### src/rtl/tcpcsm_pkg.sv
// Shared types and constants for the TCP connection state machine.
`timescale 1ns / 1ps
`default_nettype none

package tcpcsm_pkg;

  // TCP header flag bits
  localparam logic [7:0] FLAG_FIN = 8'h01;
  localparam logic [7:0] FLAG_SYN = 8'h02;
  localparam logic [7:0] FLAG_RST = 8'h04;
  localparam logic [7:0] FLAG_ACK = 8'h10;
  localparam logic [7:0] FLAG_NONE = 8'h00;

  typedef enum logic [1:0] {
    EV_OPEN    = 2'd0,
    EV_RECEIVE = 2'd1,
    EV_CLOSE   = 2'd2
  } event_e;

  typedef enum logic [3:0] {
    ST_CLOSED      = 4'd0,
    ST_LISTEN      = 4'd1,
    ST_SYN_SENT    = 4'd2,
    ST_SYN_RCVD    = 4'd3,
    ST_ESTABLISHED = 4'd4,
    ST_FIN_WAIT1   = 4'd5,
    ST_FIN_WAIT2   = 4'd6,
    ST_CLOSE_WAIT  = 4'd7,
    ST_CLOSING     = 4'd8,
    ST_LAST_ACK    = 4'd9,
    ST_TIMEWAIT    = 4'd10
  } state_e;

endpackage

`default_nettype wire

### src/rtl/tcpcsm_if.sv
// Valid/ready channel interfaces for connection events and results.
`timescale 1ns / 1ps
`default_nettype none

interface tcpcsm_evt_if;
  logic       valid;
  logic       ready;
  logic [1:0] event_kind;
  logic [7:0] rx_flags;

  modport source (output valid, output event_kind, output rx_flags, input ready);
  modport sink   (input valid, input event_kind, input rx_flags, output ready);
endinterface

interface tcpcsm_res_if;
  logic       valid;
  logic       ready;
  logic [3:0] next_state;
  logic       send_valid;
  logic [7:0] send_flags;
  logic       teardown;

  modport source (output valid, output next_state, output send_valid,
                  output send_flags, output teardown, input ready);
  modport sink   (input valid, input next_state, input send_valid,
                  input send_flags, input teardown, output ready);
endinterface

`default_nettype wire

### src/rtl/tcp_connection_state_machine_core.sv
// Top level: one TCP connection state machine with registered event and result stages.
//
//   channel | dir | payload                                        | handshake
//   evt_i   | in  | event_kind[1:0], rx_flags[7:0]                 | valid/ready
//   res_o   | out | next_state[3:0], send_valid, send_flags[7:0],   | valid/ready
//           |     | teardown                                       |
//
// One event per cycle sustained while res_o.ready stays high; an accepted event beat
// passes through the event register, then state decode into the result register.
// The connection state register is the only loop: it updates as each event moves
// into the result register.
// Reset puts the connection in CLOSED and empties both stages.
// A stalled result holds the event stage; evt_i.ready drops only when both stages
// are full and res_o.ready is low.
`timescale 1ns / 1ps
`default_nettype none

module tcp_connection_state_machine_core (
  input  wire                 clk_i,
  input  wire                 rst_ni,
  tcpcsm_evt_if.sink          evt_i,
  tcpcsm_res_if.source        res_o
);

  // event stage
  logic       evt_vld_q;
  logic [1:0] evt_kind_q;
  logic [7:0] evt_flags_q;

  // result stage
  logic       res_vld_q;
  logic [3:0] res_state_q;
  logic [7:0] res_flags_q;
  logic       res_tdn_q;

  tcpcsm_pkg::state_e state_q, state_d;
  logic [7:0]         snd_flags;
  logic               tdn;
  logic               advance;
  logic               rx, cl, op;

  assign advance   = evt_vld_q && (!res_vld_q || res_o.ready);
  assign evt_i.ready = !evt_vld_q || advance;

  assign rx = (evt_kind_q == tcpcsm_pkg::EV_RECEIVE);
  assign cl = (evt_kind_q == tcpcsm_pkg::EV_CLOSE);
  assign op = (evt_kind_q == tcpcsm_pkg::EV_OPEN);

  // next state
  always_comb begin
    state_d = state_q;
    unique case (state_q)
      tcpcsm_pkg::ST_CLOSED: begin
        if (op) state_d = tcpcsm_pkg::ST_LISTEN;
      end
      tcpcsm_pkg::ST_LISTEN: begin
        if (rx && evt_flags_q == tcpcsm_pkg::FLAG_SYN) state_d = tcpcsm_pkg::ST_SYN_RCVD;
      end
      tcpcsm_pkg::ST_SYN_SENT: begin
        if (rx && evt_flags_q == tcpcsm_pkg::FLAG_SYN) begin
          state_d = tcpcsm_pkg::ST_SYN_RCVD;
        end else if (rx && evt_flags_q == (tcpcsm_pkg::FLAG_SYN | tcpcsm_pkg::FLAG_ACK)) begin
          state_d = tcpcsm_pkg::ST_ESTABLISHED;
        end
      end
      tcpcsm_pkg::ST_SYN_RCVD: begin
        if (rx && evt_flags_q == tcpcsm_pkg::FLAG_RST) begin
          state_d = tcpcsm_pkg::ST_LISTEN;
        end else if (rx && evt_flags_q == tcpcsm_pkg::FLAG_ACK) begin
          state_d = tcpcsm_pkg::ST_ESTABLISHED;
        end else if (cl) begin
          state_d = tcpcsm_pkg::ST_FIN_WAIT1;
        end
      end
      tcpcsm_pkg::ST_ESTABLISHED: begin
        if (rx && evt_flags_q == tcpcsm_pkg::FLAG_FIN) begin
          state_d = tcpcsm_pkg::ST_CLOSE_WAIT;
        end else if (cl) begin
          state_d = tcpcsm_pkg::ST_FIN_WAIT1;
        end
      end
      tcpcsm_pkg::ST_FIN_WAIT1: begin
        if (rx && evt_flags_q == tcpcsm_pkg::FLAG_ACK) begin
          state_d = tcpcsm_pkg::ST_FIN_WAIT2;
        end else if (rx && evt_flags_q == tcpcsm_pkg::FLAG_FIN) begin
          state_d = tcpcsm_pkg::ST_CLOSING;
        end
      end
      tcpcsm_pkg::ST_FIN_WAIT2: begin
        if (rx && evt_flags_q == tcpcsm_pkg::FLAG_FIN) state_d = tcpcsm_pkg::ST_TIMEWAIT;
      end
      tcpcsm_pkg::ST_CLOSE_WAIT: begin
        if (cl) state_d = tcpcsm_pkg::ST_LAST_ACK;
      end
      tcpcsm_pkg::ST_CLOSING: begin
        if (rx && evt_flags_q == tcpcsm_pkg::FLAG_FIN) state_d = tcpcsm_pkg::ST_TIMEWAIT;
      end
      tcpcsm_pkg::ST_LAST_ACK: begin
        if (rx && evt_flags_q == tcpcsm_pkg::FLAG_ACK) state_d = tcpcsm_pkg::ST_CLOSED;
      end
      tcpcsm_pkg::ST_TIMEWAIT: begin
        state_d = tcpcsm_pkg::ST_CLOSED;  // any event ends the connection
      end
      default: begin
        state_d = state_q;
      end
    endcase
  end

  // segment request and teardown
  always_comb begin
    snd_flags = tcpcsm_pkg::FLAG_NONE;
    tdn       = 1'b0;
    unique case (state_q)
      tcpcsm_pkg::ST_LISTEN: begin
        if (rx && evt_flags_q == tcpcsm_pkg::FLAG_SYN) begin
          snd_flags = tcpcsm_pkg::FLAG_SYN | tcpcsm_pkg::FLAG_ACK;
        end
      end
      tcpcsm_pkg::ST_SYN_SENT: begin
        if (rx && evt_flags_q == (tcpcsm_pkg::FLAG_SYN | tcpcsm_pkg::FLAG_ACK)) begin
          snd_flags = tcpcsm_pkg::FLAG_ACK;
        end
      end
      tcpcsm_pkg::ST_SYN_RCVD: begin
        if (cl) snd_flags = tcpcsm_pkg::FLAG_FIN;
      end
      tcpcsm_pkg::ST_ESTABLISHED: begin
        if (!(rx && evt_flags_q == tcpcsm_pkg::FLAG_FIN) && cl) snd_flags = tcpcsm_pkg::FLAG_FIN;
      end
      tcpcsm_pkg::ST_FIN_WAIT2: begin
        if (rx && evt_flags_q == tcpcsm_pkg::FLAG_FIN) snd_flags = tcpcsm_pkg::FLAG_ACK;
      end
      tcpcsm_pkg::ST_TIMEWAIT: begin
        tdn = 1'b1;
      end
      default: begin
        snd_flags = tcpcsm_pkg::FLAG_NONE;
      end
    endcase
  end

  always_ff @(posedge clk_i or negedge rst_ni) begin
    if (!rst_ni) begin
      evt_vld_q <= 1'b0;
      res_vld_q <= 1'b0;
      state_q   <= tcpcsm_pkg::ST_CLOSED;
    end else begin
      if (evt_i.ready) evt_vld_q <= evt_i.valid;
      if (advance) begin
        res_vld_q <= 1'b1;
        state_q   <= state_d;
      end else if (res_o.ready) begin
        res_vld_q <= 1'b0;
      end
    end
  end

  always_ff @(posedge clk_i) begin
    if (evt_i.valid && evt_i.ready) begin
      evt_kind_q  <= evt_i.event_kind;
      evt_flags_q <= evt_i.rx_flags;
    end
    if (advance) begin
      res_state_q <= state_d;
      res_flags_q <= snd_flags;
      res_tdn_q   <= tdn;
    end
  end

  assign res_o.valid      = res_vld_q;
  assign res_o.next_state = res_state_q;
  assign res_o.send_valid = (res_flags_q != tcpcsm_pkg::FLAG_NONE);
  assign res_o.send_flags = res_flags_q;
  assign res_o.teardown   = res_tdn_q;

`ifndef ASSERT_OFF
  // the shown result always carries the current connection state
  a_res_matches_state: assert property (@(posedge clk_i) disable iff (!rst_ni)
    res_vld_q |-> (res_o.next_state == state_q))
    else $error("result state differs from connection state");

  // teardown only on the way out of TIME-WAIT, into CLOSED
  a_teardown_closed: assert property (@(posedge clk_i) disable iff (!rst_ni)
    (res_vld_q && res_tdn_q) |-> (res_state_q == tcpcsm_pkg::ST_CLOSED))
    else $error("teardown without CLOSED");

  a_timewait_ends: assert property (@(posedge clk_i) disable iff (!rst_ni)
    (advance && state_q == tcpcsm_pkg::ST_TIMEWAIT) |=> (res_tdn_q && res_vld_q))
    else $error("TIME-WAIT event did not tear down");
`endif

endmodule

`default_nettype wire

### src/flat_wrapper.sv
// flat-port wrapper written by rule: the top's interface ports become plain ports
module tcp_connection_state_machine_core_flat 
  (clk_i, rst_ni, evt_i_valid, evt_i_event_kind, evt_i_rx_flags, evt_i_ready, res_o_valid, res_o_next_state, res_o_send_valid, res_o_send_flags, res_o_teardown, res_o_ready);
  tcpcsm_evt_if evt_i_i ();
  tcpcsm_res_if res_o_i ();
  input  wire clk_i;
  input  wire rst_ni;
  input wire logic [$bits(evt_i_i.valid)-1:0] evt_i_valid;
  input wire logic [$bits(evt_i_i.event_kind)-1:0] evt_i_event_kind;
  input wire logic [$bits(evt_i_i.rx_flags)-1:0] evt_i_rx_flags;
  output wire logic [$bits(evt_i_i.ready)-1:0] evt_i_ready;
  output wire logic [$bits(res_o_i.valid)-1:0] res_o_valid;
  output wire logic [$bits(res_o_i.next_state)-1:0] res_o_next_state;
  output wire logic [$bits(res_o_i.send_valid)-1:0] res_o_send_valid;
  output wire logic [$bits(res_o_i.send_flags)-1:0] res_o_send_flags;
  output wire logic [$bits(res_o_i.teardown)-1:0] res_o_teardown;
  input wire logic [$bits(res_o_i.ready)-1:0] res_o_ready;
  assign evt_i_i.valid = evt_i_valid;
  assign evt_i_i.event_kind = evt_i_event_kind;
  assign evt_i_i.rx_flags = evt_i_rx_flags;
  assign evt_i_ready = evt_i_i.ready;
  assign res_o_valid = res_o_i.valid;
  assign res_o_next_state = res_o_i.next_state;
  assign res_o_send_valid = res_o_i.send_valid;
  assign res_o_send_flags = res_o_i.send_flags;
  assign res_o_teardown = res_o_i.teardown;
  assign res_o_i.ready = res_o_ready;
  tcp_connection_state_machine_core u_core (.clk_i(clk_i), .rst_ni(rst_ni), .evt_i(evt_i_i), .res_o(res_o_i));
endmodule
### config.mk
export PLATFORM = sky130hd
export DESIGN_NAME = tcp_connection_state_machine_core_flat
export DESIGN_NICKNAME = d
export VERILOG_FILES = /design/src/rtl/tcpcsm_pkg.sv /design/src/rtl/tcpcsm_if.sv /design/src/rtl/tcp_connection_state_machine_core.sv /design/src/flat_wrapper.sv
export SDC_FILE = /design/constraint.sdc
export NUM_CORES = 1
export LEC_CHECK = 0
export BUFFER_PORTS_ARGS = -buffer_cell sky130_fd_sc_hd__buf_2
export CAP_MARGIN = 20
export CORE_MARGIN = 2
export CORE_UTILIZATION = 48
export DETAILED_ROUTE_END_ITERATION = 7
export PLACE_DENSITY = 0.79
export SKIP_LAST_GASP = 1
export SLEW_MARGIN = 10
export SYNTH_ARGS = -nofsm -noshare
export SYNTH_HDL_FRONTEND = slang
export SYNTH_SLANG_ARGS = --single-unit
### constraint.sdc
create_clock -name clk_i -period 2.37 [get_ports clk_i]
set_input_delay 0.237 -clock clk_i [delete_from_list [all_inputs] [get_ports clk_i]]
set_output_delay 0.237 -clock clk_i [all_outputs]
set_load 0.02 [all_outputs]
* Yosys cells after proc, flatten, opt, wreduce, memory -nomap -nowiden
Cells that the tools add are included.
** Cells by class
- Equal/unequal tests :: 17
- Multiplexer cells :: 23
- Reductions and logical operators :: 18
** Operators with widths (count)
- 4-bit two-way mux :: 13
- 4-bit one-hot mux with 10 select lines :: 1
- 8-bit one-hot mux with 5 select lines :: 1
- 4-bit by 3-bit equality test with 1-bit output, second input constant :: 4
- 8-bit by 5-bit equality test with 1-bit output, second input constant :: 2
- 5-bit two-way mux :: 3
- 4-bit equality test, second input constant :: 3
- 4-bit by 2-bit equality test with 1-bit output, second input constant :: 2
- 8-bit by 1-bit equality test with 1-bit output, second input constant :: 1
- 8-bit by 2-bit equality test with 1-bit output, second input constant :: 1
- 8-bit by 3-bit equality test with 1-bit output, second input constant :: 1
- 1-bit logical AND :: 8
- 8-bit nonzero test :: 1
- 1-bit two-way mux :: 5
- 4-bit by 1-bit equality test with 1-bit output, second input constant :: 1
- 4-bit logical NOT :: 1
- 1-bit logical NOT :: 3
- 2-bit by 1-bit equality test with 1-bit output, second input constant :: 1
- 2-bit equality test, second input constant :: 1
- 2-bit logical NOT :: 1
- 1-bit logical OR :: 2
- 2-bit nonzero test :: 1
- 2-bit OR reduction :: 1
** Storage, ports and cells
- Register bits after elaboration :: 29
- Word-level logic and storage cells :: 66
- Output and inout bits :: 16
- Input port bits :: 14

* Longest topological paths before layout
- Word-level depth :: 6
- Depth in mapped cells :: 7
- Mapped depth without buffers :: 5

* Worst setup path after synthesis
No wires, ideal clock.
- Kind :: register -> register
- Start :: register u_core.evt_kind_q[1]
- End :: register u_core.res_state_q[0], in the netlist u_core.res_o.next_state[0] (data pin)
- Path slack :: 51 ps
- Period minus slack after synthesis :: 2319 ps
- Arrival :: 2058 ps
- Stages on the path, launching flop included :: 6
- Required time :: 2109 ps
- Setup time :: 261 ps
- Buffers on the path :: 0
- Cell sequence :: edfxtp_1 > or3b_4 > or4_4 > a32oi_1 > o221ai_2 > o32a_1
** Between the ends
- Cells in the longest elaborated chain, start to end :: 5
- Elaborated cells on any way between the ends :: 22
- Those cells by class :: eq/ne: 2; mux: 14; reduce/logical: 6
** Ends and longest elaborated chain
- start: declaration :: RTL line tcp_connection_state_machine_core.sv:27 : logic [1:0] evt_kind_q;
- start signal: assignment :: RTL line tcp_connection_state_machine_core.sv:161 : evt_kind_q <= evt_i.event_kind;
- 2-bit equality test / 2-bit by 1-bit equality test with 1-bit output (equally long branches) :: RTL line tcp_connection_state_machine_core.sv:46, tcp_connection_state_machine_core.sv:45
- 4-bit two-way mux, or another cell as far along :: RTL line tcp_connection_state_machine_core.sv:71, tcp_connection_state_machine_core.sv:78
- 4-bit two-way mux (on tied branches) :: RTL line tcp_connection_state_machine_core.sv:69, tcp_connection_state_machine_core.sv:62, tcp_connection_state_machine_core.sv:85
- 4-bit two-way mux (on tied branches) :: RTL line tcp_connection_state_machine_core.sv:67, tcp_connection_state_machine_core.sv:60, tcp_connection_state_machine_core.sv:83
- 4-bit one-hot mux with 10 select lines (*) :: RTL line tcp_connection_state_machine_core.sv:52 : unique case (state_q)
- named net u_core.state_d[0] :: RTL line tcp_connection_state_machine_core.sv:36 : tcpcsm_pkg::state_e state_q, state_d;
- end signal: assignment :: RTL line tcp_connection_state_machine_core.sv:165 : res_state_q <= state_d;
- end: declaration :: RTL line tcp_connection_state_machine_core.sv:32 : logic [3:0] res_state_q;
Mark *: on every way through the listed nets, which the timed path passes. The rest lies on a longest branch.
A chain may end at the register's enable or synchronous reset.

* Final worst setup path
- Start :: register u_core.evt_flags_q[3]
- End :: register u_core.res_state_q[0], in the netlist u_core.res_o.next_state[0] (data pin)
** Between the ends
- Cells in the longest elaborated chain, start to end :: 5
- Elaborated cells on any way between the ends :: 21
- Those cells by class :: eq/ne: 5; mux: 11; reduce/logical: 5
** Ends and longest elaborated chain
- start: declaration :: RTL line tcp_connection_state_machine_core.sv:28 : logic [7:0] evt_flags_q;
- start signal: assignment :: RTL line tcp_connection_state_machine_core.sv:162 : evt_flags_q <= evt_i.rx_flags;
- 8-bit by 1-bit equality test with 1-bit output, or another cell as far along
- 1-bit logical AND (on tied branches)
- 4-bit two-way mux (on tied branches) :: RTL line tcp_connection_state_machine_core.sv:85, tcp_connection_state_machine_core.sv:62, tcp_connection_state_machine_core.sv:69
- 4-bit two-way mux (on tied branches) :: RTL line tcp_connection_state_machine_core.sv:83, tcp_connection_state_machine_core.sv:60, tcp_connection_state_machine_core.sv:67
- 4-bit one-hot mux with 10 select lines (*) :: RTL line tcp_connection_state_machine_core.sv:52
- named net u_core.state_d[0] :: RTL line tcp_connection_state_machine_core.sv:36
Marked as above.

==> summary.txt <==
Status
  • Status: finished, final reports clean

Worst hold path
  • Hold Startpoint: evt_i_rx_flags[7]
  • Cells on Worst Hold Path: 1
  • Hold WC Path Type: in2reg
  • Hold Path End: u_core.evt_flags_q[7]

Global route
  • Largest net degree at the start of global routing: 20
  • Initial antenna violation count: 0
  • Global-route wire length before repair: 4830 um
  • Tot GR Track Use: 18.6%
  • GRT Residual Overflow: 0
  • Vias in the first global route: 1091

Floorplan
  • Initial Util: 50.9%
  • Die height: 58.1 um
  • Total core area: 2760 um2
  • FP Rows: 19
  • Chip width: 58.1 um
  • I/O pins: 30
  • Die ar.: 3370 um2

Critical path
  • Critical Path Max Stage Delay: 0.55 ns
  • FF-to-FF path depth: 5
  • CP startpoint kind: flop
  • Max FO, Critical Path: 3
  • Critical path's slowest cell: or4_4
  • Worst path cell trace: or3b_4, or4_4, a32oi_2, o221ai_2, o32a_1
  • Critical path arrival: 2.39 ns
  • Flop2flop setup slack: 0.06 ns
  • Req. time, crit path: 2.45 ns
  • RR Endpoint: u_core.res_o.next_state[0]
  • Critical path class: reg2reg
  • Crit. End Element: flop
  • Reg2reg start: u_core.evt_flags_q[3]

Detailed routing
  • Via-to-Cell Ratio: 6.03
  • Routed WL per cell: 14.6 um
  • Routed vias: 1218
  • First drt pass iteration count: 4
  • Drt initial violations: 39
  • DRT antenna net count: 0
  • # DRC: 0
  • Final wirelength: 2950 um

Clock network
  • CTS Buf Count: 3
  • Worst-Skew Late Latency: 0.31 ns
  • CTS HTree Levels: 1
  • Clock buffer depth: 2
  • CTS tree: built
  • Clk slew on worst S/H paths: 0.13 ns
  • Clock sink count: 24
  • Root buf cell: clkbuf_4

Cells and area
  • Synth-to-Final Area Change: 20.2%
  • Layout cells sized above 1: 30.4%
  • Area occupied by multi-input gates: 667 um2
  • Fillers: 231
  • Final Cell Area: 1690 um2
  • Final Util: 61.2%
  • Seq. cell area: 691 um2
  • Fin nets: 186
  • Ant diodes: 0

Place
  • RePlAce Congestion: 0.910
  • Post-DP HPWL: 2250 um
  • Port-buffer cells: 24
  • Placed Area: 1610 um2

STA
  • Final Hold Vio Count: 0
  • Final Skew: 0.00637 ns
  • Fmax: 0.433 GHz
  • Period utilization: 97.4%
  • Worst slew margin: 61.6%
  • Slew Viols, Final: 0
  • Worst Tran Pin Value: 0.577 ns
  • RSZ-0062 raised after global routing: no
  • Setup violations, final: 0
  • Min Clock Period, post-route: 2.31 ns

Yosys
  • Top cells by count, synth: edfxtp_1, nand2_1, nand2b_1, o21ai_0, dfrtp_1
  • Top cells by area, synth: edfxtp_1, dfrtp_1, nand2b_1, o21ai_0, buf_4
  • Asr flop ratio synth: 25.0%
  • Count leader, synth: edfxtp_1
  • Sequential share of the synthesized area: 49.2%
  • Post-Syn Area per Cell: 10.4 um2
  • Count of cell types in the netlist: 49
  • FF+latch count, synth: 24
  • Primary FF master, synth: edfxtp_1
  • Leading area contributor after synthesis: edfxtp_1
  • Post-synth EDFFs: 18
  • Ys Warns: 0
  • Post-Synthesis Cell Area: 1400 um2
  • Yosys top cell area share: 38.5%
  • Cells after synthesis: 135

Pwr
  • Internal power: 965 uW
  • Comb pwr share: 45.6%
  • Pwr Density: 953 nW/um2
  • Clk pwr share: 13.5%
  • Switching power: 642 uW
  • Switching share of power: 39.9%
  • Sequential share of power: 41.0%
  • Pleak: 0.668 nW
  • Worst IR drop on VDD: 698 uV

Flow run
  • Max cap viols: 0
flip-flops by register name, summed over array words and instances (netlist names):
signal / flops
u_core.res_o.teardown: 1
u_core.res_o.valid: 1
u_core.evt_flags_q: 8
u_core.res_o.send_flags: 3
u_core.res_o.next_state: 4
u_core.state_q: 4
u_core.evt_kind_q: 2
u_core.evt_vld_q: 1
worst max-delay path by stage:
stage                                      end  slack [ns]                   from  cells past startpoint
floorplan           u_core.res_o.next_state[0]        0.05   u_core.evt_kind_q[1]                      5
global placement    u_core.res_o.next_state[1]       -0.02   u_core.evt_kind_q[1]                      5
detailed placement  u_core.res_o.next_state[1]       -0.10   u_core.evt_kind_q[1]                      5
CTS                 u_core.res_o.next_state[0]       0.007   u_core.evt_kind_q[1]                      5
global route        u_core.res_o.next_state[1]        0.01   u_core.evt_kind_q[1]                      5
finish              u_core.res_o.next_state[0]        0.06  u_core.evt_flags_q[3]                      5
critical path: cells and delay by family (launching register included):
kind	cells	cell delay, ns
AOI/OAI and AO/OA	3	0.66
DFF	1	0.44
and+or+nand+nor	2	0.98
power groups by stage:
stage,clock [mW],sequential [mW],combinational [mW]
detailed placement,0,0.668,0.699
floorplan,0,0.656,0.532
CTS,0.218,0.658,0.706
global route,0.237,0.675,0.794
finish,0.217,0.659,0.732
global placement,0,0.665,0.685
layout make-up:
cell class | count | area share (%)
repair buffers | 39 | 13.9
well taps | 31 | 2.30
inverters | 5 | 1.11
clock buffers | 4 | 2.15
flip-flops and latches | 24 | 40.9
multi-input cells | 99 | 39.5
kinds of logic (layout without fill, tap and decap cells):
group / Yosys count / after routing / share of synthesized area, %
xor+xnor: 3 / 3 / 1.87
simple gates: 59 / 59 / 26.2
other cells: 1 / 5 / 0.267
flops: 24 / 24 / 49.2
buf+inv: 16 / 48 / 5.71
compound gates: 32 / 32 / 16.7
cell usage in the layout, fill, tap and decap left out, types with 2 or more instances in the layout:
cell type,count
nand4_1,2
o21ai_0,8
conb_1,5
buf_4,14
nor3_1,5
a2bb2oi_1,2
a21oi_1,3
nor2_1,5
inv_1,5
nand2b_1,8
nor2b_1,2
xnor2_1,2
nand3_1,2
buf_2,24
a21o_1,3
edfxtp_1,18
o41ai_1,2
nand3b_1,2
nand2_1,9
a31oi_1,2
or3_1,4
clkbuf_4,3
nor4_1,2
or4b_2,2
dfrtp_1,6
o32a_1,2
and4_1,2
and2_1,2
metrics by stage:
stage	setup TNS [ns]	setup slack, ns	power [mW]	hold WS, ns	std cells
after detailed placement	-0.168	-0.101	1.37	0.0731	195
final	0	0.0611	1.61	0.0854	202
after CTS	0	0.00659	1.58	0.0848	201
after floorplan	0	0.0508	1.19	-0.0586	139
after global placement	-0.0177	-0.0177	1.35	0.0715	195
after global routing	0	0.0108	1.71	0.0727	202
repair_timing:
action                                  in CTS  in global routing
setup buffers                                1                  1
endpoints found under the setup margin       3                  2
gates resized for setup                      1                  2
pin swaps                                    0                  3
endpoints found under the hold margin        6                  0
hold buffers                                 1                  0
per-layer routing:
metal	track usage, %	wire, um	part of all wire (%)
met1	23.1	1190	40
met5	0	0	0
met4	5.32	78	2.6
met2	33.4	1520	51
met3	2.90	169	5.7
Power figures use the tool's default switching activity.
